## config.mk

```make
export PLATFORM = sky130hd
export DESIGN_NAME = scpa_ram
export DESIGN_NICKNAME = d
export VERILOG_FILES = /design/src/design/scpa_ram.sv
export SDC_FILE = /design/constraint.sdc
export NUM_CORES = 1
export LEC_CHECK = 0
export ABC_AREA = 1
export ABC_CLOCK_PERIOD_IN_PS = 2200
export BUFFER_PORTS_ARGS = -buffer_cell sky130_fd_sc_hd__buf_2
export CELL_PAD_IN_SITES_DETAIL_PLACEMENT = 2
export CELL_PAD_IN_SITES_GLOBAL_PLACEMENT = 2
export CORE_MARGIN = 2
export CORE_UTILIZATION = 39
export CTS_BUF_LIST = sky130_fd_sc_hd__clkbuf_16
export CTS_CLUSTER_DIAMETER = 50
export CTS_CLUSTER_SIZE = 40
export DETAILED_ROUTE_END_ITERATION = 8
export PLACE_DENSITY = 0.75
export RECOVER_POWER = 25
export SLEW_MARGIN = 5
export SYNTH_ARGS = -nofsm -noshare
export SYNTH_HDL_FRONTEND = slang
export SYNTH_SLANG_ARGS = --single-unit
```

## constraint.sdc

```tcl
create_clock -name clk -period 2.2 [get_ports clk]
set_input_delay 0.33 -clock clk [delete_from_list [all_inputs] [get_ports clk]]
set_output_delay 0.33 -clock clk [all_outputs]
set_load 0.03 [all_outputs]
```

## src/design/scpa_ram.sv

```systemverilog
// Generic single-write, single-read RAM with registered read data.
module scpa_ram #(
    parameter int WIDTH = 8,
    parameter int DEPTH = 64
) (
    input  logic                     clk,
    input  logic                     we,
    input  logic [$clog2(DEPTH)-1:0] waddr,
    input  logic [WIDTH-1:0]         wdata,
    input  logic [$clog2(DEPTH)-1:0] raddr,
    output logic [WIDTH-1:0]         rdata
);

    logic [WIDTH-1:0] mem [DEPTH];
    logic [WIDTH-1:0] rdata_reg;

    always_ff @(posedge clk)
    begin
        if (we)
        begin
            mem[waddr] <= wdata;
        end
        rdata_reg <= mem[raddr];
    end

    assign rdata = rdata_reg;

endmodule

```

==> out/qor.csv <==
stage;metric;value;unit
timing;relSlewSlack;-15.2;%
drt;drc_errors;0;
die;io_pins;30;
logic_synthesis;yosysUniqueCellTypes;16;
die;die_h;238;um
logic_synthesis;synthMuxAreaShare;0;%
timing;tightest_slew;1.73;ns
logic_synthesis;synth_top_family_by_area;simple AND/OR/NAND/NOR gates;
setup_path;cp_top_family;simple AND/OR/NAND/NOR gates;
clock_network;clk_path_buf_depth;3;
placed_design;post_dp_cell_area;0.0229;mm^2
logic_synthesis;yosysWarnings;0;
die;core;0.0539;mm^2
timing;setup_viol;0;
clock_network;clk_pin_slew_worst_paths;0.06;ns
pwr;cellLeakagePower;9.07;nW
clock_network;cts-root-buf;clkbuf_16;
logic_synthesis;synth_fa_ha_area_share;0;%
logic_synthesis;synthXorXnorAreaFrac;0;%
pwr;finalPower;22.5;mW
pwr;p_comb_share;6.7;%
setup_path;startpoint_type;primary input;
drt;drtAntennaViolNets;0;
timing;period_share;77.5;%
setup_path;path_buf_inv;4;
timing;fin_crit;1.70;ns
layout;final_core_util;45.9;%
global_route;grt_antenna_before_repair;1;
status;failed_checks;capacitance limit, slew limit;
setup_path;path_cells;clkbuf_8, inv_8, buf_12, buf_4, nand2_1, nand3_1, nand3_1, nand2_1, nand2_1, nand3_1, nand3_1, nand2_1;
placed_design;dp_cells;2552;
pwr;sw_frac_of_total;25.1;%
die;die_w;238;um
global_route;grt_start_max_net_pins;74;
clock_network;postCtsSetupRepairBufs;0;
pwr;switchingPower;5.64;mW
layout;nFillCells;5353;
placed_design;io_buffers;29;
timing;rsz0062_at_grt;false;
setup_path;path_class;in -> reg;
logic_synthesis;syn-cell-area;0.0213;mm^2
logic_synthesis;syn_inst;1805;
layout;nets;1936;
drt;wl;70700;um
clock_network;post_cts_resized;0;
logic_synthesis;synthSimpleGateAreaFrac;23.2;%
drt;drt-initial-drc-count;1075;
layout;multiInputGateArea;0.00495;mm^2
global_route;grt_overflow;0;
global_route;grt.met3_usage;3.04;%
global_route;grtUsageMet1;31.5;%
global_route;grtUsageTotal;25.4;%
timing;finalHoldViolCount;0;
setup_path;end_kind;flip-flop;
layout;final_area;0.0248;mm^2
global_route;grt.busiest_layer;met2;
setup_path;slowest_stage;buf_12;
layout;drive_gt1_share;13.6;%
placed_design;place_hpwl;42400;um
global_route;grt_pass1_vias;16700;
drt;via_count;14900;
clock_network;numCtsBuffers;56;
worst_hold_path;holdCritPathClass;in -> reg;
logic_synthesis;synth_seq_cells;520;
pwr;power.density;908;mW/mm^2
drt;via_per_inst;5.61;
global_route;grt_pass1_wl;106000;um
clock_network;cts_max_level;2;
drt;wl_per_cell;26.6;um
global_route;grtUsageMet2;45.5;%
setup_path;critPathRequiredTime;2.75;ns
timing;fmax;0.587;GHz
timing;setup_tns;0;ns
timing;clock_skew;0.0131;ns
run;max-cap-violations;5;
layout;seqCellArea;0.0155;mm^2
setup_path;max_stage_delay;0.28;ns
timing;slew_viol_final;326;
clock_network;cts_sinks;520;
setup_path;worstPathArrival;2.25;ns
pwr;ir_drop;0.785;mV
clock_network;clock_latency;0.62;ns
logic_synthesis;synth.avg_cell_area;11.8;um^2
pwr;pwr-share-clk;44.3;%
logic_synthesis;synth_compound_area_share;0;%
placed_design;place_congestion;0.795;
drt;drt-pass1-iter-count;5;
pwr;p_seq_share;48.9;%
clock_network;cts.hold.buffers_added;0;
setup_path;worstPathMaxFanout;48;
layout;largest_register_ffs;512;
status;status;finished with violations;
layout;final_cell_count_no_fill;2658;
logic_synthesis;synth_fp_nets;1827;
logic_synthesis;synth-seq-area-share;72.8;%
layout;area_growth;16.0;%
die;rows;85;
die;start_util;39.6;%
pwr;p_int;16.8;mW
clock_network;tritoncts;built;
die;design.die.area;0.0566;mm^2
==> per-layer routing <==
metal  part of all wire [%]  routed length [um]
met1                     41               28900
met2                     52               36600
met3                    4.0                2840
met4                    3.4                2410
met5                      0                   0
==> area by class of cell <==
class	count	area share [%]
clock buffer	57	5.76
antenna	2	0.0202
sequential	520	62.8
timing repair buffer	164	5.69
inverter	12	0.222
multi-input combinational	1160	20.0
tap	696	3.52
clock inverter	47	2.05
==> power by group through the flow <==
stage,Sequential (mW),Combinational (mW),Clock [mW]
5_1_grt,11.0,1.64,10.4
3_5_place_dp,11.2,1.52,0
3_3_place_gp,11.2,1.45,0
4_1_cts,11.0,1.55,10.1
6_report,11.0,1.51,9.97
2_1_floorplan,11.2,0.771,0
==> synthesized netlist by cell type <==
cell      number  area [um^2]
buf_6         35          394
buf_8          2         30.0
nor4_1         8         50.1
inv_2          1         3.75
inv_6          1         8.76
nand2_1      648         2430
edfxtp_1     512        15400
inv_1         10         37.5
buf_1         10         37.5
nand4_1        9         56.3
dfxtp_1        8          160
nand3_1      439         2200
buf_4         14          105
nor2_1        56          210
buf_2         37          185
clkbuf_1      15         56.3
==> cells by family after synthesis <==
group / count (synthesis)
AND/OR/NAND/NOR: 1160
buffers and inverters: 125
flip-flops: 520
==> worst min-delay path: stages <==
cell     delay, ns
buf_2         0.19
nand3_1       0.13
nand2_1       0.06
==> placed cells by master (no fill, tap or decap) <==
cell        instances
nand3_1           439
buf_4             111
clkbuf_8            1
inv_8               3
clkinv_1            3
edfxtp_1          512
inv_4               1
dfxtp_1             8
clkinv_4            9
nand4_1             9
clkbuf_16          57
inv_12              2
inv_2               1
clkinv_2            3
diode_2             2
clkinvlp_4          8
inv_6              11
buf_12             20
clkbuf_2            5
nor4_1              8
nand2_1           648
nor2_1             56
buf_2              27
bufinv_16           5
clkinv_8            2
inv_1              11
==> stage by stage <==
step	hold WS [ns]	setup WS, ns
2_1_floorplan	0.429	0.104
3_3_place_gp	0.730	0.0390
3_5_place_dp	0.751	-0.0436
4_1_cts	0.108	0.557
5_1_grt	0.147	0.445
6_report	0.141	0.496
==> final timing paths <==
check | start | to | slack, ns | cells after the start
worst max register to register | mem[30][4]$_DFFE_PP_ | rdata[4]$_DFF_P_ | 0.65 | 8
worst max-delay path | raddr[0] | rdata[4]$_DFF_P_ | 0.50 | 12
worst min-delay path | raddr[5] | rdata[1]$_DFF_P_ | 0.14 | 3
worst min register to register | mem[36][4]$_DFFE_PP_ | rdata[4]$_DFF_P_ | 0.89 | 8
(Power assumes the default switching activity.)
